$ cat src/hw/rtl/multi_cpu_priority_scheduler_macros.svh
// assertion macros for the multi-cpu priority scheduler
`ifndef MULTI_CPU_PRIORITY_SCHEDULER_MACROS_SVH
`define MULTI_CPU_PRIORITY_SCHEDULER_MACROS_SVH

// same-cycle implication
`define MCPS_ASSERT_NOW(label, ante, cons, msg) \
  label: assert property (@(posedge clk) disable iff (rst) (ante) |-> (cons)) \
    else $error(msg);

// next-cycle implication
`define MCPS_ASSERT_NEXT(label, ante, cons, msg) \
  label: assert property (@(posedge clk) disable iff (rst) (ante) |=> (cons)) \
    else $error(msg);

`endif

$ cat src/hw/rtl/mcps_pkg.sv
// shared types and constants of the multi-cpu priority scheduler
`default_nettype none

package mcps_pkg;

  localparam int QUEUE_DEPTH = 16;
  localparam int QCELLS      = QUEUE_DEPTH + 1;
  localparam int CNT_W       = $clog2(QCELLS + 1);
  localparam int MAX_CPUS    = 8;
  localparam int CPU_W       = 3;
  localparam int CPUN_W      = $clog2(MAX_CPUS + 1);
  localparam int PRIO_W      = 16;
  localparam int PROC_W      = 8;
  localparam int REQ_W       = 3;
  localparam int KIND_W      = 2;
  localparam int MODE_W      = 2;
  localparam int CCNT_W      = 4;
  localparam int CFG_IDX_W   = 2;
  localparam int CFG_DATA_W  = 4;

  typedef enum logic [REQ_W-1:0] {
    REQ_WAKE    = 3'd0,
    REQ_PREEMPT = 3'd1,
    REQ_YIELD   = 3'd2,
    REQ_TERM    = 3'd3,
    REQ_POLL    = 3'd4
  } req_t;

  typedef enum logic [KIND_W-1:0] {
    KIND_DISPATCH = 2'd0,
    KIND_PREEMPT  = 2'd1,
    KIND_FULL     = 2'd2
  } kind_t;

  typedef enum logic [MODE_W-1:0] {
    MODE_FIFO = 2'd0,
    MODE_PRIO = 2'd1,
    MODE_SJF  = 2'd2
  } mode_t;

  typedef enum logic [CFG_IDX_W-1:0] {
    CFG_SCHED_MODE = 2'd0,
    CFG_NCPU       = 2'd1
  } cfg_reg_t;

  typedef enum logic [3:0] {
    S_IDLE = 4'b0001,
    S_EXEC = 4'b0010,
    S_SCAN = 4'b0100,
    S_DISP = 4'b1000
  } state_t;

endpackage

`default_nettype wire

$ cat src/hw/rtl/multi_cpu_priority_scheduler.sv
// multi-cpu priority scheduler: sorted ready queue, cpu table, shared worst-priority compare
// sequence: an event word is taken in idle and runs in the exec state, and a dispatch adds a disp state;
// a wake in static priority mode then scans the cpu table through one comparator, one cpu
// per cycle while the result register is free, stopping early at an idle cpu; the result word is registered after that
// a new event word is taken only once the last one is through and the block is back in idle
// reset: synchronous, empties the queue, marks every cpu idle, clears the arrival counter, sets fifo mode and one cpu
`default_nettype none
`include "multi_cpu_priority_scheduler_macros.svh"

module multi_cpu_priority_scheduler (
  input  wire logic                               clk,
  input  wire logic                               rst,
  input  wire logic                               evt_valid,
  output logic                                    evt_ready,
  input  wire logic [mcps_pkg::REQ_W-1:0]         req_type,
  input  wire logic [mcps_pkg::CPU_W-1:0]         cpu_id,
  input  wire logic [mcps_pkg::PROC_W-1:0]        proc_id,
  input  wire logic                               is_new,
  input  wire logic [mcps_pkg::PRIO_W-1:0]        priority_req,
  input  wire logic [mcps_pkg::PRIO_W-1:0]        job_left,
  output logic                                    res_valid,
  input  wire logic                               res_ready,
  output logic [mcps_pkg::KIND_W-1:0]             out_kind,
  output logic [mcps_pkg::CPU_W-1:0]              out_cpu,
  output logic [mcps_pkg::PROC_W-1:0]             out_proc,
  output logic                                    out_idle,
  input  wire logic                               cfg_valid,
  output logic                                    cfg_ready,
  input  wire logic [mcps_pkg::CFG_IDX_W-1:0]     cfg_index,
  input  wire logic [mcps_pkg::CFG_DATA_W-1:0]    cfg_data
);

  mcps_pkg::state_t state, state_next;

  // config
  logic [mcps_pkg::MODE_W-1:0] sched_mode;
  logic [mcps_pkg::CCNT_W-1:0] ncpu_cfg;
  logic [mcps_pkg::CPUN_W-1:0] ncpu;

  // latched event word
  mcps_pkg::req_t              req_r;
  logic [mcps_pkg::CPU_W-1:0]  cpu_r;
  logic [mcps_pkg::PROC_W-1:0] proc_r;
  logic                        new_r;
  logic [mcps_pkg::PRIO_W-1:0] preq_r;
  logic [mcps_pkg::PRIO_W-1:0] trem_r;

  // ready queue cells
  logic [mcps_pkg::PROC_W-1:0] qproc [mcps_pkg::QCELLS];
  logic [mcps_pkg::PRIO_W-1:0] qprio [mcps_pkg::QCELLS];
  logic [mcps_pkg::CNT_W-1:0]  qcount, qcount_next;
  logic                        q_ins, q_pop;
  logic [mcps_pkg::PROC_W-1:0] ins_proc;
  logic [mcps_pkg::PRIO_W-1:0] ins_prio;
  logic [mcps_pkg::QCELLS-1:0] le;

  // cpu table
  logic [mcps_pkg::PROC_W-1:0]   run_proc [mcps_pkg::MAX_CPUS];
  logic [mcps_pkg::PRIO_W-1:0]   run_prio [mcps_pkg::MAX_CPUS];
  logic [mcps_pkg::MAX_CPUS-1:0] run_valid;
  logic [mcps_pkg::CPU_W-1:0]    tbl_idx;
  logic [mcps_pkg::PROC_W-1:0]   rd_proc;
  logic [mcps_pkg::PRIO_W-1:0]   rd_prio;
  logic                          rd_valid;
  logic                          tbl_load, tbl_clear;

  // scan unit
  logic [mcps_pkg::CPU_W-1:0]  scan, scan_next;
  logic [mcps_pkg::CPU_W-1:0]  worst, worst_next;
  logic [mcps_pkg::PRIO_W-1:0] worst_prio, worst_prio_next;
  logic [mcps_pkg::PRIO_W-1:0] wake_prio, wake_prio_next;
  logic                        take_worst, scan_last;

  logic [mcps_pkg::PRIO_W-1:0] arrival_counter, arrival_next;

  // result register
  logic                        out_free, emit;
  logic [mcps_pkg::KIND_W-1:0] emit_kind;
  logic [mcps_pkg::CPU_W-1:0]  emit_cpu;
  logic [mcps_pkg::PROC_W-1:0] emit_proc;
  logic                        emit_idle;
  logic [mcps_pkg::PRIO_W-1:0] new_prio;
  logic                        cpu_bad;

  assign evt_ready = (state == mcps_pkg::S_IDLE);
  assign cfg_ready = 1'b1;
  assign out_free  = !res_valid || res_ready;

  always_comb begin
    if (ncpu_cfg == '0) begin
      ncpu = mcps_pkg::CPUN_W'(1);
    end else if (ncpu_cfg > mcps_pkg::CCNT_W'(mcps_pkg::MAX_CPUS)) begin
      ncpu = mcps_pkg::CPUN_W'(mcps_pkg::MAX_CPUS);
    end else begin
      ncpu = mcps_pkg::CPUN_W'(ncpu_cfg);
    end
  end

  assign tbl_idx  = (state == mcps_pkg::S_SCAN) ? scan : cpu_r;
  assign rd_proc  = run_proc[tbl_idx];
  assign rd_prio  = run_prio[tbl_idx];
  assign rd_valid = run_valid[tbl_idx];
  assign cpu_bad  = mcps_pkg::CPUN_W'(cpu_r) >= ncpu;

  always_comb begin
    if (new_r && sched_mode == mcps_pkg::MODE_FIFO) begin
      new_prio = arrival_counter;
    end else if (new_r && sched_mode == mcps_pkg::MODE_SJF) begin
      new_prio = trem_r;
    end else begin
      new_prio = preq_r;
    end
  end

  assign take_worst = (scan == '0) || (rd_prio > worst_prio);
  assign scan_last  = mcps_pkg::CPUN_W'(scan) == ncpu - mcps_pkg::CPUN_W'(1);

  // sequencer
  always_comb begin
    state_next      = state;
    qcount_next     = qcount;
    q_ins           = 1'b0;
    q_pop           = 1'b0;
    ins_proc        = proc_r;
    ins_prio        = new_prio;
    tbl_load        = 1'b0;
    tbl_clear       = 1'b0;
    scan_next       = scan;
    worst_next      = worst;
    worst_prio_next = worst_prio;
    wake_prio_next  = wake_prio;
    arrival_next    = arrival_counter;
    emit            = 1'b0;
    emit_kind       = mcps_pkg::KIND_DISPATCH;
    emit_cpu        = cpu_r;
    emit_proc       = '0;
    emit_idle       = 1'b0;
    case (state)
      mcps_pkg::S_IDLE: begin
        if (evt_valid) begin
          state_next = mcps_pkg::S_EXEC;
        end
      end
      mcps_pkg::S_EXEC: begin
        if (out_free) begin
          state_next = mcps_pkg::S_IDLE;
          if (req_r == mcps_pkg::REQ_WAKE) begin
            if (qcount >= mcps_pkg::CNT_W'(mcps_pkg::QUEUE_DEPTH)) begin
              emit      = 1'b1;
              emit_kind = mcps_pkg::KIND_FULL;
              emit_cpu  = '0;
              emit_proc = proc_r;
            end else begin
              q_ins          = 1'b1;
              wake_prio_next = new_prio;
              if (new_r && sched_mode == mcps_pkg::MODE_FIFO) begin
                arrival_next = arrival_counter + mcps_pkg::PRIO_W'(1);
              end
              if (sched_mode == mcps_pkg::MODE_PRIO) begin
                scan_next  = '0;
                state_next = mcps_pkg::S_SCAN;
              end
            end
          end else if (!cpu_bad) begin
            case (req_r)
              mcps_pkg::REQ_POLL: begin
                if (!rd_valid && qcount != '0) begin
                  state_next = mcps_pkg::S_DISP;
                end
              end
              mcps_pkg::REQ_PREEMPT: begin
                q_ins      = rd_valid;
                ins_proc   = rd_proc;
                ins_prio   = rd_prio;
                state_next = mcps_pkg::S_DISP;
              end
              mcps_pkg::REQ_YIELD, mcps_pkg::REQ_TERM: begin
                state_next = mcps_pkg::S_DISP;
              end
              default: begin
                state_next = mcps_pkg::S_IDLE;
              end
            endcase
          end
          if (q_ins && qcount <= mcps_pkg::CNT_W'(mcps_pkg::QUEUE_DEPTH)) begin
            qcount_next = qcount + mcps_pkg::CNT_W'(1);
          end else begin
            q_ins = 1'b0;
          end
        end
      end
      mcps_pkg::S_SCAN: begin
        if (out_free) begin
          if (!rd_valid) begin
            state_next = mcps_pkg::S_IDLE;
          end else begin
            if (take_worst) begin
              worst_next      = scan;
              worst_prio_next = rd_prio;
            end
            if (scan_last) begin
              state_next = mcps_pkg::S_IDLE;
              if (wake_prio < worst_prio_next) begin
                emit      = 1'b1;
                emit_kind = mcps_pkg::KIND_PREEMPT;
                emit_cpu  = worst_next;
              end
            end else begin
              scan_next = scan + mcps_pkg::CPU_W'(1);
            end
          end
        end
      end
      mcps_pkg::S_DISP: begin
        if (out_free) begin
          state_next = mcps_pkg::S_IDLE;
          emit       = 1'b1;
          if (qcount != '0) begin
            tbl_load    = 1'b1;
            q_pop       = 1'b1;
            qcount_next = qcount - mcps_pkg::CNT_W'(1);
            emit_proc   = qproc[0];
          end else begin
            tbl_clear = 1'b1;
            emit_idle = 1'b1;
          end
        end
      end
      default: begin
        state_next = mcps_pkg::S_IDLE;
      end
    endcase
  end

  // insert position: a cell stays when it holds an equal or better priority
  always_comb begin
    for (int k = 0; k < mcps_pkg::QCELLS; k++) begin
      le[k] = (mcps_pkg::CNT_W'(k) < qcount) && (qprio[k] <= ins_prio);
    end
  end

  always_ff @(posedge clk) begin
    if (q_ins) begin
      if (!le[0]) begin
        qproc[0] <= ins_proc;
        qprio[0] <= ins_prio;
      end
      for (int k = 1; k < mcps_pkg::QCELLS; k++) begin
        if (!le[k]) begin
          if (le[k-1]) begin
            qproc[k] <= ins_proc;
            qprio[k] <= ins_prio;
          end else begin
            qproc[k] <= qproc[k-1];
            qprio[k] <= qprio[k-1];
          end
        end
      end
    end else if (q_pop) begin
      for (int k = 0; k < mcps_pkg::QCELLS - 1; k++) begin
        qproc[k] <= qproc[k+1];
        qprio[k] <= qprio[k+1];
      end
    end
  end

  always_ff @(posedge clk) begin
    if (state == mcps_pkg::S_IDLE && evt_valid) begin
      req_r  <= mcps_pkg::req_t'(req_type);
      cpu_r  <= cpu_id;
      proc_r <= proc_id;
      new_r  <= is_new;
      preq_r <= priority_req;
      trem_r <= job_left;
    end
    if (tbl_load) begin
      run_proc[cpu_r] <= qproc[0];
      run_prio[cpu_r] <= qprio[0];
    end
    scan       <= scan_next;
    worst      <= worst_next;
    worst_prio <= worst_prio_next;
    wake_prio  <= wake_prio_next;
    if (emit) begin
      out_kind <= emit_kind;
      out_cpu  <= emit_cpu;
      out_proc <= emit_proc;
      out_idle <= emit_idle;
    end
  end

  always_ff @(posedge clk) begin
    if (rst) begin
      state           <= mcps_pkg::S_IDLE;
      qcount          <= '0;
      run_valid       <= '0;
      arrival_counter <= '0;
      sched_mode      <= mcps_pkg::MODE_FIFO;
      ncpu_cfg        <= mcps_pkg::CCNT_W'(1);
      res_valid       <= 1'b0;
    end else begin
      state           <= state_next;
      qcount          <= qcount_next;
      arrival_counter <= arrival_next;
      if (tbl_load) begin
        run_valid[cpu_r] <= 1'b1;
      end else if (tbl_clear) begin
        run_valid[cpu_r] <= 1'b0;
      end
      if (emit) begin
        res_valid <= 1'b1;
      end else if (res_ready) begin
        res_valid <= 1'b0;
      end
      if (cfg_valid) begin
        case (cfg_index)
          mcps_pkg::CFG_SCHED_MODE: sched_mode <= cfg_data[mcps_pkg::MODE_W-1:0];
          mcps_pkg::CFG_NCPU:       ncpu_cfg   <= cfg_data[mcps_pkg::CCNT_W-1:0];
          default: begin
          end
        endcase
      end
    end
  end

  `MCPS_ASSERT_NOW(a_qcount_idle, state == mcps_pkg::S_IDLE, qcount <= mcps_pkg::CNT_W'(mcps_pkg::QUEUE_DEPTH), "queue holds more than its depth between words")
  `MCPS_ASSERT_NEXT(a_busy_after_take, evt_valid && evt_ready, state == mcps_pkg::S_EXEC, "event word taken without starting work")
  `MCPS_ASSERT_NOW(a_scan_on_wake, state == mcps_pkg::S_SCAN, req_r == mcps_pkg::REQ_WAKE, "cpu table scan outside a wake")

endmodule

`default_nettype wire

$ cat config.mk
export PLATFORM = sky130hd
export DESIGN_NAME = multi_cpu_priority_scheduler
export DESIGN_NICKNAME = d
export VERILOG_FILES = /design/src/hw/rtl/mcps_pkg.sv /design/src/hw/rtl/multi_cpu_priority_scheduler.sv
export VERILOG_INCLUDE_DIRS = /design/src /design/src/hw/rtl
export SDC_FILE = /design/constraint.sdc
export NUM_CORES = 2
export LEC_CHECK = 0
export BUFFER_PORTS_ARGS = -buffer_cell sky130_fd_sc_hd__buf_2
export CAP_MARGIN = 20
export CORE_MARGIN = 2
export CORE_UTILIZATION = 55
export CTS_CLUSTER_SIZE = 14
export DETAILED_ROUTE_END_ITERATION = 7
export PLACE_DENSITY = 0.74
export SLEW_MARGIN = 20
export SYNTH_ARGS = -nofsm -noshare
export SYNTH_HDL_FRONTEND = slang
export SYNTH_SLANG_ARGS = --single-unit
$ cat constraint.sdc
create_clock -name clk -period 8.7 [get_ports clk]
set_input_delay 2.175 -clock clk [delete_from_list [all_inputs] [get_ports clk]]
set_output_delay 2.175 -clock clk [all_outputs]
set_load 0.1 [all_outputs]
==> metrics.md <==
| Metric | Value |
|---|---|
| Initial Util | `0.558` |
| Hpwl dp | `89800 µm` |
| Clk buf depth | `3` |
| Post-cts repair resize count | `0` |
| Vias post-DR | `about 32000` |
| Syn Area/Cell | `around 11 µm²` |
| Switching power of the nets | `about 2200 µW` |
| Post-DRT Antenna Nets | `0` |
| End of the critical path | `out_cpu[2]$_DFFE_PP_` |
| Diodes inserted | `0` |
| Peak VDD IR | `149 µV` |
| Non-Filler Instances | `~4800` |
| Max Slew Vio Count | `0` |
| Largest net degree at the start of global routing | `106` |
| Total clock buffers created by CTS | `between 80 and 90` |
| Clock insertion delay at the later pin of the skew report | `about 700 ps` |
| Final Hold Violating Endpoints | `0` |
| Endpoint kind of the worst setup timing path | `flip-flop` |
| Number of global-route vias before repair | `30900` |
| Worst path required time | `between 8000 and 9000 ps` |
| Launching point of the worst reg2reg path | `state[2]$_SDFFE_PP0P_` |
| Number of antenna violations at the first check in global routing | `2` |
| Wire length of the first global-routing pass | `roughly 190000 µm` |
| Highest cell delay on the worst timing path | `between 600 and 700 ps` |
| Setup slack, reg-to-reg | `1000 ps` |
| Cells after Synth | `roughly 3700` |
| Sequential share of the synthesized area | `0.534` |
| Worst slew margin relative to its limit | `0.181` |
| Sequential cell fraction of total power | `0.466` |
| Total grt overflow | `0` |
| Post-synth design cell area | `between 0.04 and 0.05 mm²` |
| Synth Net Count | `slightly above 4000` |
| Area fraction of the dominant cell type after synthesis | `0.514` |
| Sw Ratio | `0.256` |
| Arrival @ worst endpoint | `between 7000 and 8000 ps` |
| Post-CTS Hold Fix Bufs | `0` |
| Violation count after the first detailed-routing iteration | `approximately 4000` |
| X dimension of the die | `about 280 µm` |
| Internal power | `approximately 6300 µW` |
| RR Endpoint | `out_cpu[2]$_DFFE_PP_` |
| Number of buffers added for setup after CTS | `0` |
| RSZ-0062 raised after global routing | `false` |
| Routed length on met2 | `about 59000 µm` |
| Routed length on met3 | `15200 µm` |
| Clock share of power | `0.417` |
| Final routed wirelength across all metal layers | `around 130000 µm` |
| Total DRC errors in the routed layout | `0` |
| IO buf count | `73` |
| Number of cells in the design after placement | `around 4600` |
| Post-route clock skew | `roughly 44 ps` |
| Synth-to-Final Area Change | `11.7%` |
| TritonCTS clock tree | `yes` |
| Total power of the final layout | `about 8500 µW` |
| Largest area contributor in the synthesized netlist | `sky130_fd_sc_hd__edfxtp_1` |
| Drt via density | `6.75` |
| Highest attainable clock frequency | `roughly 0.13 GHz` |
| Highest net fanout along the worst path | `64` |
| Average routed wire per standard cell | `between 20 and 30 µm` |
| Length of the first detailed-routing pass in iterations | `6` |
| Setup TNS after final layout | `0 ps` |
| Proportion of power drawn by combinational gates | `0.117` |
| Prevailing post-synth register cell | `sky130_fd_sc_hd__edfxtp_1` |
| Met1 Routed Length | `49900 µm` |
| Class of the tightest hold or removal check | `flip-flop to flip-flop` |
| Tot GR Track Use | `0.337` |
| Unique cell type count in the Yosys netlist | `slightly below 90` |
| CTS Sinks | `approximately 740` |
| Die Footprint | `approximately 0.076 mm²` |
| Layout cells sized above 1 | `0.117` |
| Run status | `complete, no violations` |
| Cells taking the most area after synthesis | `sky130_fd_sc_hd__edfxtp_1, sky130_fd_sc_hd__ha_1, sky130_fd_sc_hd__mux2i_1` |
| PD cells | `about 190 mW/mm²` |
| Top sig layer | `met5` |
| Final count of negative-setup-slack endpoints | `0` |
| Core Footprint | `between 0.07 and 0.08 mm²` |
| Y dimension of the die | `approximately 280 µm` |
| Slowest library cell on the worst path | `sky130_fd_sc_hd__nor4b_4` |
| Kind of start point of the critical path | `flip-flop` |
| Cell row count | `99` |
| H-Tree Depth | `3` |
| Yosys warning total | `0` |
| Number of enable flip-flop cells after synthesis | `roughly 700` |
| Leakage | `roughly 0.017 µW` |
| Final Wtd Congestion | `between 0.9 and 1` |
| Register bit total from synthesis | `~740` |
| Share of the clock period used by the worst path after layout | `0.885` |
| Transition time of the tightest slew-check pin | `between 1000 and 1500 ps` |
| Root buffer selected by CTS | `sky130_fd_sc_hd__clkbuf_16` |
| Path type of the worst setup path | `flip-flop to flip-flop` |
| Max-Cap Viols | `0` |
| Number of nets in the finished design | `approximately 4100` |
| Top Ports | `75` |
| Clk pin slew, worst setup/hold paths | `approximately 60 ps` |
| Async set or reset register ratio after synthesis | `0` |
| Min Clock Period, post-route | `7700 ps` |
| Worst setup startpoint | `state[2]$_SDFFE_PP0P_` |
| Count of cells along the worst register-to-register path | `26` |
power groups by stage:
| stage | Combinational [µW] | Clock [µW] | Sequential, µW |
|---|---|---|---|
| 2_1_floorplan | 601 | 0 | 4030 |
| 3_3_place_gp | 932 | 0 | 4050 |
| 3_5_place_dp | 957 | 0 | 4050 |
| 4_1_cts | 964 | 3590 | 3970 |
| 5_1_grt | 1070 | 3710 | 3970 |
| 6_report | 993 | 3560 | 3970 |
layout by cell type (no fill, tap or decap), types with 51 or more instances in the layout:
cell / instances
sky130_fd_sc_hd__edfxtp_1: 699
sky130_fd_sc_hd__nor2_1: 565
sky130_fd_sc_hd__ha_1: 313
sky130_fd_sc_hd__mux2i_1: 248
sky130_fd_sc_hd__a21oi_1: 225
sky130_fd_sc_hd__a211oi_1: 207
sky130_fd_sc_hd__nand2_1: 189
sky130_fd_sc_hd__buf_4: 131
sky130_fd_sc_hd__inv_1: 117
sky130_fd_sc_hd__nor3_1: 108
sky130_fd_sc_hd__clkbuf_16: 84
sky130_fd_sc_hd__o21ai_0: 81
sky130_fd_sc_hd__buf_2: 73
sky130_fd_sc_hd__nor4_1: 65
sky130_fd_sc_hd__nand3_1: 59
sky130_fd_sc_hd__nand4_1: 51
worst min-delay path by stage:
stage	start	to	slack [ps]	cells past startpoint
6_report	flip-flop	flip-flop	510	2
5_1_grt	arrival_counter[14]$_SDFFE_PP0P_	arrival_counter[14]$_SDFFE_PP0P_	540	2
4_1_cts	flip-flop	flip-flop	510	2
3_5_place_dp	ncpu_cfg[0]$_SDFFE_PP1P_	ncpu_cfg[0]$_SDFFE_PP1P_	490	2
3_3_place_gp	ncpu_cfg[0]$_SDFFE_PP1P_	ncpu_cfg[0]$_SDFFE_PP1P_	470	2
2_1_floorplan	ncpu_cfg[0]$_SDFFE_PP1P_	ncpu_cfg[0]$_SDFFE_PP1P_	450	2
critical path, delay by kind of cell, from the launching register on:
family / cells / cell delay [ps]
DFF: 1 / 470
buffers and inverters: 5 / 1210
adders and majority gates: 2 / 550
muxes: 2 / 550
AOI/OAI and AO/OA: 9 / 1840
and+or+nand+nor: 8 / 2600
cells in the mapped netlist (10+ instances only):
library cell	n
sky130_fd_sc_hd__nand3_1	60
sky130_fd_sc_hd__buf_1	16
sky130_fd_sc_hd__xnor2_1	10
sky130_fd_sc_hd__o211ai_1	17
sky130_fd_sc_hd__a2111oi_0	11
sky130_fd_sc_hd__dfxtp_1	40
sky130_fd_sc_hd__nor3_1	111
sky130_fd_sc_hd__mux2i_1	250
sky130_fd_sc_hd__a211oi_1	207
sky130_fd_sc_hd__o21ai_1	23
sky130_fd_sc_hd__nor2_1	583
sky130_fd_sc_hd__a21oi_1	227
sky130_fd_sc_hd__nor4_1	65
sky130_fd_sc_hd__a22oi_1	33
sky130_fd_sc_hd__a221oi_1	32
sky130_fd_sc_hd__edfxtp_1	699
sky130_fd_sc_hd__mux2_2	40
sky130_fd_sc_hd__xor2_1	11
sky130_fd_sc_hd__nand4_1	51
sky130_fd_sc_hd__o21a_1	29
sky130_fd_sc_hd__buf_2	25
sky130_fd_sc_hd__inv_1	117
sky130_fd_sc_hd__a21o_1	27
sky130_fd_sc_hd__or3_1	16
sky130_fd_sc_hd__nand2_1	191
sky130_fd_sc_hd__clkbuf_1	157
sky130_fd_sc_hd__nor2b_1	21
sky130_fd_sc_hd__nand2b_1	15
sky130_fd_sc_hd__ha_1	313
sky130_fd_sc_hd__o32ai_1	16
sky130_fd_sc_hd__and3_1	11
sky130_fd_sc_hd__o21ai_0	92
per-stage QoR:
stage / setup WS (ps) / cell area [µm²] / utilization / hold slack (ps)
global placement: 1130 / 42900 / 0.586 / 469
CTS: 1020 / 45600 / 0.623 / 508
global route: 544 / 45600 / 0.623 / 542
floorplan: 1210 / 40800 / - / 445
detailed placement: 1040 / 42900 / 0.586 / 491
finish: 1000 / 45600 / 0.623 / 510
registers in the layout, indices dropped and copies added, names as in the netlist, 5 cells and up, named ones only:
register         flops
qprio              272
qproc              136
run_prio           128
run_proc            64
arrival_counter     16
preq_r              16
trem_r              16
wake_prio           16
worst_prio          16
out_proc             8
proc_r               8
qcount               5
area by class of cell:
| class | instances | area [µm²] |
|---|---|---|
| Clock buffer | 96 | 2170 |
| Clock inverter | 51 | 566 |
| Sequential cell | 739 | 21800 |
| Timing Repair Buffer | 207 | 1410 |
| Tap cell | 959 | 1200 |
| Fill cell | 5795 | 27600 |
| Multi-Input combinational cell | 2603 | 18000 |
| Inverter | 120 | 450 |
cell families (layout without fill, tap and decap cells):
family / Yosys count / count (layout) / synth area share
compound gates: 808 / 808 / 0.133
buf+inv: 323 / 474 / 0.0310
mux: 294 / 294 / 0.0737
simple gates: 1166 / 1166 / 0.129
fa+ha+maj: 313 / 313 / 0.0959
xor+xnor: 21 / 21 / 0.00450
other cells: 1 / 1 / 0.0000918
flops: 739 / 739 / 0.534
routing by layer:
metal / global-route usage / vias up
met4: 0.172 / 4
met2: 0.522 / 2009
met1: 0.440 / 15600
li1: - / 14200
met5: 0 / -
met3: 0.0860 / 462
Note: power is estimated with default switching activity, not from simulation.
